==> src/sv/dbtr_pkg.sv <==
// Package for the double-buffered tile reorder block: widths, register indexes, types.
// No dependencies; every other file of the block refers to it by scoped names.
package dbtr_pkg;

  localparam int TILE_ROWS   = 8;
  localparam int DEF_MAX_DIM = 1024;

  localparam int LANE_W  = 64;
  localparam int LANES   = 4;
  localparam int WORD_W  = LANE_W * LANES;

  localparam int TILE_W  = 18;

  localparam int BPR_W   = 11;
  localparam int ROWS_W  = 11;
  localparam int BATCH_W = 14;

  localparam int CFG_IDX_W  = 3;
  localparam int CFG_DATA_W = 14;

  localparam logic [CFG_IDX_W-1:0] REG_BLOCKS_PER_ROW = 3'd0;
  localparam logic [CFG_IDX_W-1:0] REG_ROWS           = 3'd1;
  localparam logic [CFG_IDX_W-1:0] REG_BATCH          = 3'd2;
  localparam logic [CFG_IDX_W-1:0] REG_DIRECTION      = 3'd3;
  localparam logic [CFG_IDX_W-1:0] REG_INVERSE        = 3'd4;

  localparam int OQ_DEPTH = 3;
  localparam int OQ_PTR_W = 2;

  typedef struct packed {
    logic emit;
    logic last;
  } ctl_t;

endpackage

==> src/sv/dbtr_ifs.sv <==
// Valid/ready channel interfaces for the input and result beats of the reorder block.
// Depends on dbtr_pkg for the lane width.
interface dbtr_in_if;
  logic                      valid;
  logic                      ready;
  logic [dbtr_pkg::LANE_W-1:0] lane_0;
  logic [dbtr_pkg::LANE_W-1:0] lane_1;
  logic [dbtr_pkg::LANE_W-1:0] lane_2;
  logic [dbtr_pkg::LANE_W-1:0] lane_3;

  modport source (output valid, lane_0, lane_1, lane_2, lane_3, input ready);
  modport sink (input valid, lane_0, lane_1, lane_2, lane_3, output ready);
endinterface


==> src/sv/dbtr_seq.sv <==
// Configuration registers, tile counters and address generation for the reorder block.
// Depends on dbtr_pkg and the dbtr_in_if interface.
module dbtr_seq #(
  parameter int MAX_DIM = dbtr_pkg::DEF_MAX_DIM,
  parameter int HALF_W  = 13
) (
  input  logic                           clk,
  input  logic                           rst,
  input  logic                           cfg_we,
  input  logic [dbtr_pkg::CFG_IDX_W-1:0]  cfg_idx,
  input  logic [dbtr_pkg::CFG_DATA_W-1:0] cfg_data,
  dbtr_in_if.sink                        din,
  input  logic                           space,
  output logic                           ram_we,
  output logic [HALF_W:0]                ram_waddr,
  output logic [dbtr_pkg::WORD_W-1:0]    ram_wdata,
  output logic                           ram_re,
  output logic [HALF_W:0]                ram_raddr,
  output dbtr_pkg::ctl_t                 push
);

  localparam int DIM_W  = $clog2(MAX_DIM + 1);
  localparam int CNT_W  = $clog2(MAX_DIM);
  localparam int PROD_W = dbtr_pkg::BATCH_W + DIM_W;
  localparam int TW     = dbtr_pkg::TILE_W;
  localparam int CMP_W  = (TW + 3 > PROD_W) ? TW + 3 : PROD_W;

  function automatic logic [DIM_W-1:0] clamp_dim(input logic [10:0] v);
    if (v == 11'd0) begin
      return DIM_W'(1);
    end
    if (int'(v) > MAX_DIM) begin
      return DIM_W'(MAX_DIM);
    end
    return DIM_W'(v);
  endfunction

  logic [dbtr_pkg::BPR_W-1:0]   bpr;
  logic [dbtr_pkg::ROWS_W-1:0]  rows;
  logic [dbtr_pkg::BATCH_W-1:0] batch;
  logic                         direction;
  logic                         inverse;
  logic                         cfg_hit;
  logic [1:0]                   settle;

  logic [DIM_W-1:0]             tx;
  logic [DIM_W-1:0]             ty;
  logic [PROD_W-1:0]            prod_rows;
  logic [PROD_W-1:0]            prod_cols;
  logic [PROD_W-1:0]            pad_limit;
  logic [TW-1:0]                last_tile;

  logic [DIM_W-1:0]             bpr_c;
  logic [DIM_W-1:0]             rows_c;
  logic [dbtr_pkg::BATCH_W-1:0] batch_c;
  logic [PROD_W:0]              tiles_sum;

  logic [TW-1:0]                tile_index;
  logic [CNT_W-1:0]             row_in_tile;
  logic [CNT_W-1:0]             col_in_tile;
  logic [HALF_W-1:0]            raddr_rm;
  logic [HALF_W-1:0]            raddr_cm;
  logic [TW-1:0]                tile_index_next;
  logic [CNT_W-1:0]             row_in_tile_next;
  logic [CNT_W-1:0]             col_in_tile_next;
  logic [HALF_W-1:0]            raddr_rm_next;
  logic [HALF_W-1:0]            raddr_cm_next;

  logic                         accept;
  logic                         row_end;
  logic                         tile_end;
  logic                         is_last;
  logic                         pad;
  logic [dbtr_pkg::WORD_W-1:0]  in_word;

  assign cfg_hit = cfg_we && (cfg_idx <= dbtr_pkg::REG_INVERSE);

  always_ff @(posedge clk) begin
    if (rst) begin
      bpr       <= dbtr_pkg::BPR_W'(1);
      rows      <= dbtr_pkg::ROWS_W'(1);
      batch     <= dbtr_pkg::BATCH_W'(1);
      direction <= 1'b0;
      inverse   <= 1'b0;
    end else if (cfg_we) begin
      case (cfg_idx)
        dbtr_pkg::REG_BLOCKS_PER_ROW: bpr <= cfg_data[dbtr_pkg::BPR_W-1:0];
        dbtr_pkg::REG_ROWS:           rows <= cfg_data[dbtr_pkg::ROWS_W-1:0];
        dbtr_pkg::REG_BATCH:          batch <= cfg_data[dbtr_pkg::BATCH_W-1:0];
        dbtr_pkg::REG_DIRECTION:      direction <= cfg_data[0];
        dbtr_pkg::REG_INVERSE:        inverse <= cfg_data[0];
        default: begin
        end
      endcase
    end
  end

  // Tile geometry and pass limits are derived over two register stages.
  assign bpr_c   = clamp_dim(bpr);
  assign rows_c  = clamp_dim(rows);
  assign batch_c = (batch == '0) ? dbtr_pkg::BATCH_W'(1) : batch;
  assign tiles_sum = (direction ? {1'b0, prod_cols} : {1'b0, prod_rows}) + (PROD_W + 1)'(7);

  always_ff @(posedge clk) begin
    tx        <= direction ? DIM_W'(dbtr_pkg::TILE_ROWS) : bpr_c;
    ty        <= direction ? rows_c : DIM_W'(dbtr_pkg::TILE_ROWS);
    prod_rows <= PROD_W'(batch_c) * PROD_W'(rows_c);
    prod_cols <= PROD_W'(batch_c) * PROD_W'(bpr_c);
    pad_limit <= prod_rows;
    last_tile <= TW'(tiles_sum >> 3);
  end

  always_ff @(posedge clk) begin
    if (rst || cfg_hit) begin
      settle <= 2'd2;
    end else if (settle != 2'd0) begin
      settle <= settle - 2'd1;
    end
  end

  assign din.ready = (settle == 2'd0) && space;
  assign accept    = din.valid && din.ready;
  assign in_word   = {din.lane_3, din.lane_2, din.lane_1, din.lane_0};

  assign row_end  = (DIM_W'(col_in_tile) == tx - DIM_W'(1));
  assign tile_end = row_end && (DIM_W'(row_in_tile) == ty - DIM_W'(1));
  assign is_last  = tile_end && (tile_index == last_tile);
  assign pad      = !direction &&
                    (CMP_W'({tile_index, row_in_tile[2:0]}) >= CMP_W'(pad_limit));

  assign ram_we    = accept;
  assign ram_waddr = {tile_index[0], inverse ? raddr_rm : raddr_cm};
  assign ram_wdata = pad ? '0 : in_word;
  assign ram_re    = accept && (tile_index != '0);
  assign ram_raddr = {~tile_index[0], inverse ? raddr_cm : raddr_rm};

  assign push.emit = accept && (tile_index != '0);
  assign push.last = is_last;

  always_comb begin
    tile_index_next  = tile_index;
    row_in_tile_next = row_in_tile;
    col_in_tile_next = col_in_tile;
    raddr_rm_next    = raddr_rm;
    raddr_cm_next    = raddr_cm;
    if (is_last) begin
      tile_index_next  = '0;
      row_in_tile_next = '0;
      col_in_tile_next = '0;
      raddr_rm_next    = '0;
      raddr_cm_next    = '0;
    end else if (tile_end) begin
      tile_index_next  = tile_index + TW'(1);
      row_in_tile_next = '0;
      col_in_tile_next = '0;
      raddr_rm_next    = '0;
      raddr_cm_next    = '0;
    end else if (row_end) begin
      row_in_tile_next = row_in_tile + CNT_W'(1);
      col_in_tile_next = '0;
      raddr_rm_next    = raddr_rm + HALF_W'(1);
      raddr_cm_next    = HALF_W'(row_in_tile) + HALF_W'(1);
    end else begin
      col_in_tile_next = col_in_tile + CNT_W'(1);
      raddr_rm_next    = raddr_rm + HALF_W'(1);
      raddr_cm_next    = raddr_cm + HALF_W'(ty);
    end
  end

  always_ff @(posedge clk) begin
    if (rst || cfg_hit) begin
      tile_index  <= '0;
      row_in_tile <= '0;
      col_in_tile <= '0;
      raddr_rm    <= '0;
      raddr_cm    <= '0;
    end else if (accept) begin
      tile_index  <= tile_index_next;
      row_in_tile <= row_in_tile_next;
      col_in_tile <= col_in_tile_next;
      raddr_rm    <= raddr_rm_next;
      raddr_cm    <= raddr_cm_next;
    end
  end

endmodule

==> src/flat_wrapper.sv <==
// flat-port wrapper written by rule: the top's interface ports become plain ports
module dbtr_seq_flat 
#(
  parameter int MAX_DIM = dbtr_pkg::DEF_MAX_DIM,
  parameter int HALF_W  = 13
)
  (clk, rst, cfg_we, cfg_idx, cfg_data, space, ram_we, ram_waddr, ram_wdata, ram_re, ram_raddr, push, din_valid, din_lane_0, din_lane_1, din_lane_2, din_lane_3, din_ready);
  dbtr_in_if din_i ();
  input  logic clk;
  input  logic rst;
  input  logic cfg_we;
  input  logic [dbtr_pkg::CFG_IDX_W-1:0] cfg_idx;
  input  logic [dbtr_pkg::CFG_DATA_W-1:0] cfg_data;
  input  logic space;
  output logic ram_we;
  output logic [HALF_W:0] ram_waddr;
  output logic [dbtr_pkg::WORD_W-1:0] ram_wdata;
  output logic ram_re;
  output logic [HALF_W:0] ram_raddr;
  output dbtr_pkg::ctl_t push;
  input wire logic [$bits(din_i.valid)-1:0] din_valid;
  input wire logic [$bits(din_i.lane_0)-1:0] din_lane_0;
  input wire logic [$bits(din_i.lane_1)-1:0] din_lane_1;
  input wire logic [$bits(din_i.lane_2)-1:0] din_lane_2;
  input wire logic [$bits(din_i.lane_3)-1:0] din_lane_3;
  output wire logic [$bits(din_i.ready)-1:0] din_ready;
  assign din_i.valid = din_valid;
  assign din_i.lane_0 = din_lane_0;
  assign din_i.lane_1 = din_lane_1;
  assign din_i.lane_2 = din_lane_2;
  assign din_i.lane_3 = din_lane_3;
  assign din_ready = din_i.ready;
  dbtr_seq #(.MAX_DIM(MAX_DIM), .HALF_W(HALF_W)) u_core (.clk(clk), .rst(rst), .cfg_we(cfg_we), .cfg_idx(cfg_idx), .cfg_data(cfg_data), .din(din_i), .space(space), .ram_we(ram_we), .ram_waddr(ram_waddr), .ram_wdata(ram_wdata), .ram_re(ram_re), .ram_raddr(ram_raddr), .push(push));
endmodule
==> config.mk <==
export PLATFORM = sky130hd
export DESIGN_NAME = dbtr_seq_flat
export DESIGN_NICKNAME = d
export VERILOG_FILES = /design/src/sv/dbtr_pkg.sv /design/src/sv/dbtr_ifs.sv /design/src/sv/dbtr_seq.sv /design/src/flat_wrapper.sv
export SDC_FILE = /design/constraint.sdc
export NUM_CORES = 1
export LEC_CHECK = 0
export ABC_AREA = 1
export BUFFER_PORTS_ARGS = -buffer_cell sky130_fd_sc_hd__buf_2
export CORE_AREA = 2 2 219 221
export CTS_BUF_LIST = sky130_fd_sc_hd__clkbuf_4 sky130_fd_sc_hd__clkbuf_8
export DETAILED_ROUTE_END_ITERATION = 7
export DIE_AREA = 0 0 221 223
export PLACE_DENSITY = 0.74
export SETUP_SLACK_MARGIN = 0.15
export SYNTH_ARGS = -nofsm -noshare
export SYNTH_HDL_FRONTEND = slang
export SYNTH_SLANG_ARGS = --single-unit
==> constraint.sdc <==
create_clock -name clk -period 14.11 [get_ports clk]
set_input_delay 0 -clock clk [delete_from_list [all_inputs] [get_ports clk]]
set_output_delay 0 -clock clk [all_outputs]
set_load 0.02 [all_outputs]
==> results.py <==
metrics = {
    "global_route": {
        "grt_max_degree": 147,
        "gr-total-overflow": 0,
        "grt_pass1_wl_um": 145000,
        "grt_antenna_before_repair": 22,
        "grt_pass1_vias": 22193,
        "grtUsageTotal": 0.407,
    },
    "logic_synthesis": {
        "synth_edf_count": 0,
        "yosysTopAreaCellShare": 0.195,
        "synthCells": 3204,
        "ys.flop_type": "dfxtp_1",
        "synth-seq-cells": 215,
        "synth_warnings": 0,
        "yosysTopAreaCell": "dfxtp_1",
        "synth_cell_types": 50,
        "syn-num-nets": 3841,
        "synth_area_per_cell_um2": 6.87,
        "syn-cell-area_mm2": 0.0220,
        "yosys-top-cells-area": "dfxtp_1 20%, fa_1 19%, inv_1 13%",
        "ys_seq_area_frac": 0.195,
        "async_flop_share": 0,
    },
    "clock_tree": {
        "cts_resized": 0,
        "cts_root_buffer": "clkbuf_8",
        "clk_pin_slew_ns": 0.07,
        "numCtsBuffers": 41,
        "cts_tree": "built",
        "cts_hold_buf": 25,
        "worstSkewPairLatency_ns": 0.59,
        "clock-sinks": 215,
        "cts_max_level": 2,
        "cts_setup_buffers": 0,
        "clk_path_buf_depth": 3,
    },
    "critical_path": {
        "reg2reg_from": "u_core.rows[6]",
        "crit_path_start_kind": "register",
        "slowest_stage": "nor2_1",
        "worst-r2r-setup-slack_ns": 7.53,
        "endpoint": "u_core.prod_rows[24]",
        "slowest_delay_ns": 0.73,
        "rr_worst_depth": 24,
        "critPathRequiredTime_ns": 14.57,
        "path_class": "reg2reg",
        "crit_path_end_kind": "register",
        "worstPathArrival_ns": 7.04,
        "critPathMaxFanout": 12,
        "cp-startpoint": "u_core.rows[6]",
        "critPathMostFrequentCell": "nand2_1",
        "path_cells": "nor4_1 -> nand2_1 -> nand2_1 -> inv_1 -> nor2_1 -> nand2_1 -> fa_1 -> inv_1 -> fa_1 -> fa_1 -> fa_1 -> inv_1 -> fa_1 -> inv_1 -> ha_1 -> nand2_1 -> nor2_1 -> nand2_1 -> o21ai_0 -> a21oi_1 -> o21ai_0 -> nand2_1 -> nand3_1 -> nand2_1",
        "r2r-end": "u_core.prod_rows[24]",
    },
    "timing": {
        "final_max_slew_viol_count": 0,
        "tightest_slew_ns": 1.23,
        "slew_headroom": 0.178,
        "hold_viol": 0,
        "timing.fmax_mhz": 152,
        "fin_setup_tns_ns": 0,
        "finalCritPeriodShare": 0.466,
        "setup_viol": 0,
        "fin_crit_ns": 6.58,
        "grt_setup_unrepaired": "no",
        "skew_ns": 0.0394,
    },
    "floorplanning": {
        "io_pins": 567,
        "num_rows": 80,
        "dieArea_mm2": 0.0493,
        "die_width_um": 221,
        "core_area_mm2": 0.0471,
        "start_util": 0.467,
        "die_h_um": 223,
    },
    "run_status": {
        "status": "finished clean",
    },
    "place": {
        "place_area_mm2": 0.0252,
        "io_buffers": 566,
        "routabilityCongestion": 1.02,
        "dp_hpwl_um": 87400,
        "placedCellCount": 4290,
    },
    "detailed_routing": {
        "drc": 0,
        "vias": 22940,
        "ant_nets": 0,
        "wl_um": 103000,
        "drtIter0Drc": 2258,
        "routedWlPerCell_um": 23.4,
        "drt-pass1-iter-count": 6,
        "vias_per_cell": 5.22,
    },
    "cells_and_area": {
        "layout-drive-gt1-share": 0.192,
        "final_common_cell": "inv_1",
        "finalNetCount": 4380,
        "instances_no_fill": 4397,
        "area_growth_pct": 19.5,
        "fin_util": 0.558,
        "layout_common_cells": "740 x inv_1, 586 x nor2_1, 566 x buf_2, 517 x nand2_1, 215 x dfxtp_1",
        "fin_area_mm2": 0.0263,
    },
    "power": {
        "design_power_total_mw": 1.96,
        "leakagePower_nw": 14.4,
        "peakVddDrop_v": 0.0000694,
        "cellPowerDensity_mw_per_mm2": 74.5,
    },
    "min_path": {
        "hold_path.class": "in2reg",
    },
    "job": {
        "maxCapViolations": 0,
    },
}
stage by stage:
step | setup WS (ns) | hold slack [ns]
finish | 7.53 | 0.0917
global route | 6.85 | 0.101
CTS | 7.64 | 0.0708
detailed placement | 7.69 | 0.176
global placement | 7.66 | 0.175
floorplan | 8.49 | 0.0691
power breakdown:
part           total, mW  internal [mW]  switching (mW)  leakage [nW]
Clock              0.649          0.354           0.295         0.435
Sequential         0.652          0.632          0.0200          1.74
Combinational      0.658          0.176           0.482          12.3
Total               1.96           1.16           0.797          14.4
synthesized netlist by cell type, types with 7 or more instances:
library cell  instances
fa_1                210
buf_2                28
clkbuf_1             60
xnor2_1              35
nand2_2              14
nor2_1              586
dfxtp_1             215
inv_1               740
ha_1                149
nand2_1             517
nand3_1             118
mux2i_1              10
a21oi_1             128
nand4_1              23
xor2_1               82
buf_4                 7
clkinv_1              8
or2_2                16
nor2_4                8
o21ai_0              98
a21o_1                7
nor4_1               26
nor2_2               15
inv_2                 9
nor3_1               29
worst max-delay path: cells and delay by family (launching register included):
family          cells  cell delay [ns]
fa+ha+maj           6             2.92
simple gates       11             2.07
compound gates      3             0.86
flops               1             0.33
buf+inv             4             0.27
layer usage:
layer | global-route usage | up-vias | share of wire
met5 | 0 | - | 0.00067
met4 | 0.291 | 12 | 0.081
met3 | 0.150 | 281 | 0.12
met2 | 0.595 | 1302 | 0.41
met1 | 0.492 | 10708 | 0.39
li1 | - | 10637 | -
sequential cells by signal, summed over array words and instances (netlist names):
signal,flops
u_core.pad_limit,25
u_core.prod_rows,25
u_core.prod_cols,21
u_core.last_tile,18
u_core.tile_index,18
u_core.batch,14
u_core.raddr_cm,13
u_core.raddr_rm,13
u_core.bpr,11
u_core.rows,11
u_core.tx,11
u_core.ty,11
u_core.col_in_tile,10
u_core.row_in_tile,10
u_core.settle,2
u_core.direction,1
u_core.inverse,1
worst min path at each step:
stage	from	slack, ns	cells past startpoint	end
after floorplan	rst	0.07	1	u_core.inverse
after global placement	rst	0.17	2	u_core.inverse
after detailed placement	rst	0.18	2	u_core.inverse
after CTS	din_valid	0.07	4	u_core.raddr_cm[6]
after global routing	din_valid	0.10	4	u_core.raddr_cm[8]
final	din_valid	0.09	4	u_core.raddr_cm[6]
layout make-up:
cell class / count / area, µm²
Antenna cell: 11 / 27.5
Clock buffer: 55 / 688
Clock inverter: 16 / 140
Fill cell: 4645 / 20800
Inverter: 758 / 2850
Multi-Input combinational cell: 2126 / 14400
Sequential cell: 215 / 4300
Tap cell: 615 / 769
Timing Repair Buffer: 601 / 3160
logic make-up after synthesis:
| logic type | Yosys count | share of synthesized area |
|---|---|---|
| DFF | 215 | 0.195 |
| xor gates and xnor gates | 117 | 0.0465 |
| adders and majority gates | 359 | 0.276 |
| AOI/OAI and AO/OA | 273 | 0.0669 |
| and+or+nand+nor | 1367 | 0.259 |
| buffers and inverters | 863 | 0.152 |
| muxes | 10 | 0.00455 |
No activity file was read; power rests on OpenSTA's default activity.
