[config.mk]
export PLATFORM = sky130hd
export DESIGN_NAME = dbtr_outq_flat
export DESIGN_NICKNAME = d
export VERILOG_FILES = /design/src/sv/dbtr_pkg.sv /design/src/sv/dbtr_ifs.sv /design/src/sv/dbtr_outq.sv /design/src/flat_wrapper.sv
export SDC_FILE = /design/constraint.sdc
export NUM_CORES = 1
export LEC_CHECK = 0
export BUFFER_PORTS_ARGS = -buffer_cell sky130_fd_sc_hd__buf_2
export CORE_ASPECT_RATIO = 0.9
export CORE_UTILIZATION = 29
export DETAILED_ROUTE_END_ITERATION = 8
export HOLD_SLACK_MARGIN = 0.1
export PLACE_DENSITY_LB_ADDON = 0.2
export SYNTH_ARGS = -nofsm -noshare
export SYNTH_HDL_FRONTEND = slang
export SYNTH_SLANG_ARGS = --single-unit
[constraint.sdc]
create_clock -name clk -period 44.7 [get_ports clk]
set_input_delay 8.94 -clock clk [delete_from_list [all_inputs] [get_ports clk]]
set_output_delay 8.94 -clock clk [all_outputs]
set_load 0.01 [all_outputs]
[src/sv/dbtr_pkg.sv]
// Package for the double-buffered tile reorder block: widths, register indexes, types.
// No dependencies; every other file of the block refers to it by scoped names.
package dbtr_pkg;

  localparam int TILE_ROWS   = 8;
  localparam int DEF_MAX_DIM = 1024;

  localparam int LANE_W  = 64;
  localparam int LANES   = 4;
  localparam int WORD_W  = LANE_W * LANES;

  localparam int TILE_W  = 18;

  localparam int BPR_W   = 11;
  localparam int ROWS_W  = 11;
  localparam int BATCH_W = 14;

  localparam int CFG_IDX_W  = 3;
  localparam int CFG_DATA_W = 14;

  localparam logic [CFG_IDX_W-1:0] REG_BLOCKS_PER_ROW = 3'd0;
  localparam logic [CFG_IDX_W-1:0] REG_ROWS           = 3'd1;
  localparam logic [CFG_IDX_W-1:0] REG_BATCH          = 3'd2;
  localparam logic [CFG_IDX_W-1:0] REG_DIRECTION      = 3'd3;
  localparam logic [CFG_IDX_W-1:0] REG_INVERSE        = 3'd4;

  localparam int OQ_DEPTH = 3;
  localparam int OQ_PTR_W = 2;

  typedef struct packed {
    logic emit;
    logic last;
  } ctl_t;

endpackage

[src/sv/dbtr_ifs.sv]


interface dbtr_out_if;
  logic                      valid;
  logic                      ready;
  logic [dbtr_pkg::LANE_W-1:0] out_lane_0;
  logic [dbtr_pkg::LANE_W-1:0] out_lane_1;
  logic [dbtr_pkg::LANE_W-1:0] out_lane_2;
  logic [dbtr_pkg::LANE_W-1:0] out_lane_3;
  logic                      last;

  modport source (output valid, out_lane_0, out_lane_1, out_lane_2, out_lane_3, last,
                  input ready);
  modport sink (input valid, out_lane_0, out_lane_1, out_lane_2, out_lane_3, last,
                output ready);
endinterface

[src/sv/dbtr_outq.sv]
// Read-return stage and three-entry result queue that drives the output channel.
// Depends on dbtr_pkg and the dbtr_out_if interface.
module dbtr_outq (
  input  logic                        clk,
  input  logic                        rst,
  input  dbtr_pkg::ctl_t              push,
  input  logic [dbtr_pkg::WORD_W-1:0] rdata,
  output logic                        space,
  dbtr_out_if.source                  dout
);

  localparam int PW = dbtr_pkg::OQ_PTR_W;

  logic [dbtr_pkg::WORD_W-1:0] q_word [dbtr_pkg::OQ_DEPTH];
  logic                        q_last [dbtr_pkg::OQ_DEPTH];
  logic [PW-1:0]               wr_ptr;
  logic [PW-1:0]               rd_ptr;
  logic [PW-1:0]               cnt;
  logic                        s1_valid;
  logic                        s1_last;
  logic                        pop;

  assign pop   = dout.valid && dout.ready;
  assign space = ({1'b0, cnt} + {{PW{1'b0}}, s1_valid}) < (PW + 1)'(dbtr_pkg::OQ_DEPTH);

  always_ff @(posedge clk) begin
    if (rst) begin
      s1_valid <= 1'b0;
      wr_ptr   <= '0;
      rd_ptr   <= '0;
      cnt      <= '0;
    end else begin
      s1_valid <= push.emit;
      if (s1_valid) begin
        wr_ptr <= (wr_ptr == PW'(dbtr_pkg::OQ_DEPTH - 1)) ? '0 : wr_ptr + PW'(1);
      end
      if (pop) begin
        rd_ptr <= (rd_ptr == PW'(dbtr_pkg::OQ_DEPTH - 1)) ? '0 : rd_ptr + PW'(1);
      end
      cnt <= cnt + PW'(s1_valid) - PW'(pop);
    end
  end

  always_ff @(posedge clk) begin
    s1_last <= push.last;
    if (s1_valid) begin
      q_word[wr_ptr] <= rdata;
      q_last[wr_ptr] <= s1_last;
    end
  end

  assign dout.valid      = (cnt != '0);
  assign dout.out_lane_0 = q_word[rd_ptr][63:0];
  assign dout.out_lane_1 = q_word[rd_ptr][127:64];
  assign dout.out_lane_2 = q_word[rd_ptr][191:128];
  assign dout.out_lane_3 = q_word[rd_ptr][255:192];
  assign dout.last       = q_last[rd_ptr];

endmodule

[src/flat_wrapper.sv]
// flat-port wrapper written by rule: the top's interface ports become plain ports
module dbtr_outq_flat 
  (clk, rst, push, rdata, space, dout_valid, dout_out_lane_0, dout_out_lane_1, dout_out_lane_2, dout_out_lane_3, dout_last, dout_ready);
  dbtr_out_if dout_i ();
  input  logic clk;
  input  logic rst;
  input  dbtr_pkg::ctl_t push;
  input  logic [dbtr_pkg::WORD_W-1:0] rdata;
  output logic space;
  output wire logic [$bits(dout_i.valid)-1:0] dout_valid;
  output wire logic [$bits(dout_i.out_lane_0)-1:0] dout_out_lane_0;
  output wire logic [$bits(dout_i.out_lane_1)-1:0] dout_out_lane_1;
  output wire logic [$bits(dout_i.out_lane_2)-1:0] dout_out_lane_2;
  output wire logic [$bits(dout_i.out_lane_3)-1:0] dout_out_lane_3;
  output wire logic [$bits(dout_i.last)-1:0] dout_last;
  input wire logic [$bits(dout_i.ready)-1:0] dout_ready;
  assign dout_valid = dout_i.valid;
  assign dout_out_lane_0 = dout_i.out_lane_0;
  assign dout_out_lane_1 = dout_i.out_lane_1;
  assign dout_out_lane_2 = dout_i.out_lane_2;
  assign dout_out_lane_3 = dout_i.out_lane_3;
  assign dout_last = dout_i.last;
  assign dout_i.ready = dout_ready;
  dbtr_outq u_core (.clk(clk), .rst(rst), .push(push), .rdata(rdata), .space(space), .dout(dout_i));
endmodule
==> results.py, run 1 <==
metrics = {
    "timing": {
        "fin_ws_ps": 31290,
        "relSlewSlack_pct": 24.9,
        "slew_violations": 0,
        "finalHoldWorstSlack_ps": 451,
        "fmax_mhz": 74.6,
        "clock-skew-final_ps": 24.2,
        "rsz0062_at_grt": "no",
        "setup_violations": 0,
        "setup_tns_ps": 0,
        "hold_viol": 0,
        "period_share_pct": 30.0,
        "worstMarginPinSlew_ps": 1130,
        "layout_min_cycle_time_ps": 13410,
    },
    "setup_path": {
        "rrSetupSlack_ps": 41450,
        "path_class": "reg -> out",
        "critPathRequiredTime_ps": 35760,
        "worstSetupEndpointType": "primary output",
        "critical_path_arrival_ps": 4470,
        "r2r-end": "u_core.q_word[0][238]",
        "reg2reg_depth": 4,
        "start_kind": "flop",
        "r2r-start": "u_core.s1_valid",
        "cp_max_fo": 96,
        "crit_end": "dout_out_lane_3[26]",
    },
    "grt": {
        "grt_pass1_wl_um": 98400,
        "grt_overflow": 0,
        "grt_antenna_before_repair": 26,
        "grt_pass1_vias": 15800,
        "grt_start_max_net_pins": 151,
        "grt_use_total_pct": 13.0,
    },
    "placed_design": {
        "placed_cell_area_sq_um": 32900,
        "gp_congestion": 0.756,
        "port_buffers": 519,
        "place_worst_setup_slack_ps": 31840,
        "dp_hpwl_um": 42100,
        "dp.cells": 3455,
    },
    "final_layout": {
        "final_common_cell": "edfxtp_1",
        "fin_cells": 3615,
        "fin_util_pct": 36.1,
        "multi_input_area_sq_um": 5040,
        "area_delta_synth_final_pct": 22.5,
        "fin_nets": 2476,
        "seq_area_sq_um": 23400,
        "finish.instance_area_sq_um": 35600,
        "mostFrequentLayoutCells": "771 x edfxtp_1, 519 x buf_2, 262 x nand2_1",
        "drive_above_1_share_pct": 29.1,
        "fill_cells": 9495,
    },
    "floorplanning": {
        "row_count": 109,
        "ios": 520,
        "die_x_um": 336,
        "core_area_sq_um": 98700,
        "dieArea_sq_um": 101000,
        "die_height_um": 302,
        "start_util_pct": 29.4,
    },
    "yosys": {
        "ys_ff_latch": 781,
        "ys_types": 22,
        "yosysWarnings": 0,
        "synth_seq_area_share_pct": 80.4,
        "syn_area_per_cell_sq_um": 17.4,
        "synth_nets": 1936,
        "postSynthCellCount": 1672,
        "synth_area_sq_um": 29100,
    },
    "clocking": {
        "cts_root_buf": "clkbuf_16",
        "clkTransAtPathRegs_ps": 60,
        "cts_tree": "yes",
        "htree_levels": 3,
        "clock_path_buffers": 3,
        "cts_resized": 0,
        "clock_latency_ps": 630,
        "numClockSinks": 781,
        "postCtsHoldBufs": 0,
        "cts_buffers": 87,
        "post_cts_buffers": 0,
    },
    "route": {
        "drtAntennaViolNets": 0,
        "drtPass1Iterations": 6,
        "via_count": 15600,
        "drc": 0,
        "via_per_inst": 4.30,
        "dr.first_iter.drc_count": 672,
        "wl_per_cell_um": 18.8,
        "drt-total-wl_um": 67900,
    },
    "status": {
        "run_status": "finished clean",
    },
    "hold_path": {
        "hp-class": "reg -> reg",
        "whs_path_depth": 0,
        "min_from": "u_core.s1_last",
    },
    "pwr": {
        "p_leak_nw": 11.7,
        "irDropWorstVdd_uv": 28.2,
        "power_density_nw_per_um2": 45.0,
        "power_mw": 1.60,
    },
    "job": {
        "cap_violations": 0,
    },
}
## state kept, by name, indices dropped and copies added (netlist names), named ones only
name and flops:
u_core.q_word 768, u_core.q_last 3, u_core.cnt 2, u_core.rd_ptr 2, u_core.wr_ptr 2, u_core.s1_last 1, u_core.s1_valid 1
## how the worst min path moves through the flow
stage / endpoint / slack (ps)
after floorplan: u_core.q_last[0] / 420
after global placement: u_core.q_last[2] / 420
after detailed placement: u_core.q_last[0] / 440
after CTS: u_core.q_last[0] / 460
after global routing: u_core.q_last[2] / 470
final: u_core.q_last[2] / 450
## cell usage after synthesis
cell      instances  area share [%]
inv_1             2           0.026
nand2_1         262             3.4
mux2i_1         258             8.9
nor3b_1           1           0.026
a21oi_1           6            0.10
nor2b_1           3           0.065
o21ai_2           1           0.030
or2_2             1           0.022
edfxtp_1        771              80
clkbuf_1         42            0.54
buf_8            24             1.2
or3_1             1           0.022
ha_1              3            0.13
mux2_2            2           0.078
o21ai_1         230             4.0
o21ai_0          28            0.48
buf_4             8            0.21
buf_12            2            0.14
buf_2            11            0.19
or3b_1            1           0.030
nor2_1            5           0.065
dfxtp_1          10            0.69
## kinds of logic after synthesis
| kind of cell | count (synthesis) | share of synthesized area, % |
|---|---|---|
| simple gates | 274 | 3.61 |
| flops | 781 | 80.4 |
| fa+ha+maj | 3 | 0.129 |
| mux | 260 | 8.97 |
| buf+inv | 89 | 2.34 |
| compound gates | 265 | 4.58 |
## critical path, cell delays in order, from the launching register on
cell,delay [ps]
dfxtp_4,930
buf_4,700
buf_4,850
buf_4,750
nand2_1,120
o21ai_1,120
buf_2,160
## layer usage
metal	GRT usage, %	wire [um]	vias to the layer above
met3	4.66	5240	134
met2	22.6	34500	419
met4	4.24	1680	34
met1	14.8	26300	7508
met5	0	218	-
li1	-	-	7455
## where the power goes
group / switching [mW] / internal (mW) / total (mW)
logic: 0.0537 / 0.0339 / 0.0877
registers: 0.00549 / 0.825 / 0.830
clock network: 0.283 / 0.402 / 0.685
## area by class of cell
class,instances,area share (%)
clock buffers,111,6.49
diodes,5,0.0351
clock inverters,44,1.20
flip-flops and latches,781,65.6
multi-input cells,802,14.2
well taps,1332,4.68
inverters,2,0.0211
repair buffers,538,7.80
No activity file was read; power rests on OpenSTA's default activity.
==> run 2: changes to the inputs <==
Clock period 44.7 ns to 11.5 ns, I/O delays scaled along.
==> run 2 against run 1 <==
  * Core utilization about the same
  * Critical path depth fell by 1
  * Clock-buffer cell count is 9 lower
  * Largest power group unchanged
  * Cell count is 0.11% lower
  * Non-clock buffer count down 5
  * Wire length about the same
  * Die area is the same
  * Sequential share of layout area about the same
  * Register-to-register slack worse by 33000 ps
  * Critical endpoint is now dout_out_lane_3[61]
  * Global-route usage is essentially flat
==> results.py, run 2 (same netlist as run 1, synthesis figures left out) <==
metrics = {
    "setup_path": {
        "critPathRequiredTime_ps": 9200,
        "reg2reg_depth": 3,
        "r2r-start": "u_core.s1_valid",
        "path_class": "reg -> out",
        "r2r-end": "u_core.q_word[0][177]",
        "rrSetupSlack_ps": 8690,
        "worstSetupEndpointType": "primary output",
        "start_kind": "flop",
        "critical_path_arrival_ps": 3350,
        "cp_max_fo": 176,
    },
    "placed_design": {
        "dp.cells": 3450,
        "port_buffers": 519,
        "dp_hpwl_um": 41500,
        "place_worst_setup_slack_ps": 6240,
        "gp_congestion": 0.768,
        "placed_cell_area_sq_um": 32900,
    },
    "floorplanning": {
        "ios": 520,
        "row_count": 109,
        "dieArea_sq_um": 101000,
        "die_x_um": 336,
        "core_area_sq_um": 98700,
        "start_util_pct": 29.4,
        "die_height_um": 302,
    },
    "status": {
        "run_status": "finished clean",
    },
    "final_layout": {
        "multi_input_area_sq_um": 5050,
        "fill_cells": 9409,
        "final_common_cell": "edfxtp_1",
        "finish.instance_area_sq_um": 35600,
        "fin_util_pct": 36.1,
        "seq_area_sq_um": 23400,
        "area_delta_synth_final_pct": 22.6,
        "mostFrequentLayoutCells": "771 x edfxtp_1, 519 x buf_2, 262 x nand2_1",
        "fin_cells": 3611,
        "top_register": "u_core.q_word",
        "fin_nets": 2470,
        "top_regs": "u_core.q_word (768), u_core.q_last (3)",
        "largest_register_ffs": 768,
        "drive_above_1_share_pct": 29.0,
    },
    "clocking": {
        "cts_buffers": 86,
        "cts_tree": "yes",
        "cts_root_buf": "clkbuf_16",
        "clock_latency_ps": 630,
        "htree_levels": 3,
        "cts_resized": 0,
        "post_cts_buffers": 0,
        "numClockSinks": 781,
        "clock_path_buffers": 3,
        "clkTransAtPathRegs_ps": 60,
        "postCtsHoldBufs": 0,
    },
    "timing": {
        "period_share_pct": 49.2,
        "hold_viol": 0,
        "rsz0062_at_grt": "no",
        "clock-skew-final_ps": 23.9,
        "slew_violations": 0,
        "setup_tns_ps": 0,
        "fin_ws_ps": 5850,
        "layout_min_cycle_time_ps": 5650,
        "fmax_mhz": 177,
        "worstMarginPinSlew_ps": 1320,
        "relSlewSlack_pct": 11.8,
        "setup_violations": 0,
        "finalHoldWorstSlack_ps": 447,
    },
    "route": {
        "wl_per_cell_um": 18.8,
        "via_count": 15500,
        "drc": 0,
        "via_per_inst": 4.30,
        "dr.first_iter.drc_count": 966,
        "drtPass1Iterations": 5,
        "drtAntennaViolNets": 0,
        "drt-total-wl_um": 67900,
    },
    "pwr": {
        "power_mw": 6.22,
        "power_density_nw_per_um2": 175,
        "swShare_pct": 21.6,
        "switchingPower_mw": 1.35,
        "clkPwrFrac_pct": 42.6,
        "combPwrFrac_pct": 5.5,
        "irDropWorstVdd_uv": 125,
        "intPower_mw": 4.88,
        "p_leak_nw": 11.7,
        "p_seq_share_pct": 51.8,
    },
    "grt": {
        "grt_pass1_vias": 15900,
        "grt_start_max_net_pins": 177,
        "grt_antenna_before_repair": 25,
        "grt_pass1_wl_um": 98500,
        "grt_use_total_pct": 13.0,
        "grt_overflow": 0,
    },
    "hold_path": {
        "hold_path_end": "u_core.q_last[2]",
        "whs_path_depth": 0,
        "hp-class": "reg -> reg",
        "min_from": "u_core.s1_last",
    },
    "job": {
        "cap_violations": 0,
    },
}
==> run 2: how the worst max path moves through the flow <==
stage | from | endpoint | slack, ps | depth (start not counted)
global placement | flop | dout_out_lane_3[61] | 6350 | 5
finish | flop | dout_out_lane_3[61] | 5850 | 5
CTS | flop | dout_out_lane_3[61] | 5540 | 5
detailed placement | flop | dout_out_lane_3[61] | 6240 | 5
global route | flop | dout_out_lane_3[61] | 5420 | 5
floorplan | u_core.s1_valid | u_core.q_last[0] | 480 | 1
==> run 2: layout make-up <==
cell class | instances | share of cell area (%)
flip-flops and latches | 781 | 65.6
multi-input cells | 802 | 14.2
clock inverters | 53 | 1.31
inverters | 2 | 0.0211
well taps | 1332 | 4.68
clock buffers | 102 | 6.33
diodes | 6 | 0.0422
repair buffers | 533 | 7.84
==> run 2: critical path, cell delays in order (launching register included) <==
cell     delay, ps
dfxtp_4       1020
buf_12         480
buf_12         530
nand2_1        100
o21ai_1        210
buf_2          200
==> run 2: per-layer routing <==
metal / GRT usage [%] / routed length (um) / up-vias
li1: - / - / 7435
met1: 14.5 / 26500 / 7535
met2: 22.8 / 34600 / 375
met3: 4.38 / 4660 / 142
met4: 4.76 / 1890 / 34
met5: 0 / 219 / -
==> run 2: power by group through the flow <==
stage | Combinational, mW | Clock, mW | Sequential [mW]
final | 0.345 | 2.65 | 3.23
after global routing | 0.379 | 2.85 | 3.23
after CTS | 0.355 | 2.74 | 3.23
after detailed placement | 0.355 | 0 | 3.29
after global placement | 0.349 | 0 | 3.28
after floorplan | 0.178 | 0 | 3.30
==> run 3: changes to the inputs <==
Clock period 11.5 ns to 5.7 ns, I/O delays scaled along.
==> run 3 against run 2 <==
  * Sequential cell count is the same
  * First-iteration DRC count shrank 24%
  * Non-clock buffer count grew 4
  * Wire length is essentially flat
  * Cell area grew 0.58%
  * Setup slack lost 4200 ps
  * Combinational power grew 100%
  * Register-to-register slack lost 5400 ps
==> results.py, run 3 (same netlist as run 1, synthesis figures left out) <==
metrics = {
    "setup_path": {
        "cp_max_fo": 126,
        "critPathRequiredTime_ps": 4560,
        "path_class": "reg -> out",
        "critical_path_arrival_ps": 2900,
        "start_kind": "flop",
        "worstSetupEndpointType": "primary output",
    },
    "clocking": {
        "post_cts_buffers": 0,
        "clkTransAtPathRegs_ps": 60,
        "cts_buffers": 87,
        "cts_tree": "yes",
        "numClockSinks": 781,
        "clock_path_buffers": 3,
        "postCtsHoldBufs": 0,
        "htree_levels": 3,
        "cts_root_buf": "clkbuf_16",
        "cts_resized": 0,
        "clock_latency_ps": 640,
    },
    "route": {
        "drc": 0,
        "via_count": 15700,
        "dr.first_iter.drc_count": 736,
        "drtPass1Iterations": 4,
        "drt-total-wl_um": 67800,
        "wl_per_cell_um": 18.7,
        "drtAntennaViolNets": 0,
        "via_per_inst": 4.33,
    },
    "grt": {
        "use_met3_pct": 4.82,
        "grt_use_total_pct": 13.0,
        "top_usage_layer": "met2",
        "grt_pass1_vias": 16000,
        "grt_pass1_wl_um": 98700,
        "grt.met1_usage_pct": 14.4,
        "grt_antenna_before_repair": 28,
        "met2_usage_pct": 22.8,
        "grt_start_max_net_pins": 135,
        "grt_overflow": 0,
    },
    "floorplanning": {
        "core_area_sq_um": 98700,
        "die_x_um": 336,
        "start_util_pct": 29.4,
        "ios": 520,
        "die_height_um": 302,
        "dieArea_sq_um": 101000,
        "row_count": 109,
    },
    "final_layout": {
        "final_common_cell": "edfxtp_1",
        "fin_nets": 2475,
        "top_regs": "u_core.q_word (768), u_core.q_last (3)",
        "finish.instance_area_sq_um": 35800,
        "drive_above_1_share_pct": 29.9,
        "area_delta_synth_final_pct": 23.3,
        "top_register": "u_core.q_word",
        "largest_register_ffs": 768,
        "mostFrequentLayoutCells": "771 x edfxtp_1, 519 x buf_2, 262 x nand2_1",
    },
    "timing": {
        "fmax_mhz": 248,
        "setup_violations": 0,
        "period_share_pct": 70.9,
        "setup_tns_ps": 0,
        "slew_violations": 0,
        "relSlewSlack_pct": 24.2,
        "rsz0062_at_grt": "no",
        "finalHoldWorstSlack_ps": 487,
        "layout_min_cycle_time_ps": 4040,
        "hold_viol": 0,
        "worstMarginPinSlew_ps": 1130,
        "clock-skew-final_ps": 21.2,
    },
    "pwr": {
        "power_density_nw_per_um2": 356,
        "irDropWorstVdd_uv": 219,
        "p_leak_nw": 11.8,
        "power_mw": 12.7,
    },
    "placed_design": {
        "gp_congestion": 0.738,
        "port_buffers": 519,
        "placed_cell_area_sq_um": 33000,
        "dp_hpwl_um": 41200,
    },
    "job": {
        "cap_violations": 0,
    },
    "status": {
        "run_status": "finished clean",
    },
    "hold_path": {
        "hp-class": "reg -> reg",
    },
}
==> run 3: cell types whose count changed in the layout (fill, tap and decap cells not counted), moves of 3 or more <==
cell | previous run | this run
inv_6 | 1 | 5
bufinv_16 | 6 | 9
clkbuf_1 | 14 | 11
clkinv_1 | 24 | 15
clkinv_2 | 10 | 21
buf_12 | 7 | 11
==> run 3: report_power, final <==
part           switching [mW]  leakage (nW)  internal (mW)
combinational           0.423          3.29          0.269
sequential             0.0386          7.11           6.47
clock                    2.28          1.40           3.26
==> run 3: layout make-up <==
cell class	count	area, sq um
well taps	1332	1670
fillers	9494	62900
flip-flops and latches	781	23400
inverters	2	7.51
clock buffers	99	2240
diodes	5	12.5
multi-input cells	802	5050
repair buffers	537	2870
clock inverters	62	607
==> run 3: per-layer routing <==
layer,vias up,wire (um)
li1,7439,-
met1,7659,25900
met2,376,34700
met3,146,5210
met4,42,1750
met5,-,259
==> run 3: per-stage QoR <==
stage                     setup WS [ps]  utilization, %  cells
after detailed placement           2060            33.4   3454
after CTS                          1350            36.3   3615
after global placement             2080            33.4   3454
after floorplan                   -1610               -   1672
after global routing               1350            36.3   3618
final                              1660            36.3   3620
==> run 3: path summary, 6_finish.rpt <==
kind | from | to | slack [ps] | depth (start not counted)
max | flop | dout_out_lane_0[0] | 1660 | 3
min | u_core.s1_last | u_core.q_last[2] | 490 | 0
max reg2reg | u_core.wr_ptr[1] | u_core.q_word[2][172] | 3340 | 3
min reg2reg | u_core.s1_last | u_core.q_last[2] | 490 | 0
==> run 3: worst max-delay path, cell delays in order (launching register included) <==
cell and delay, ps:
dfxtp_4 960, buf_12 390, o21ai_0 550, buf_2 310
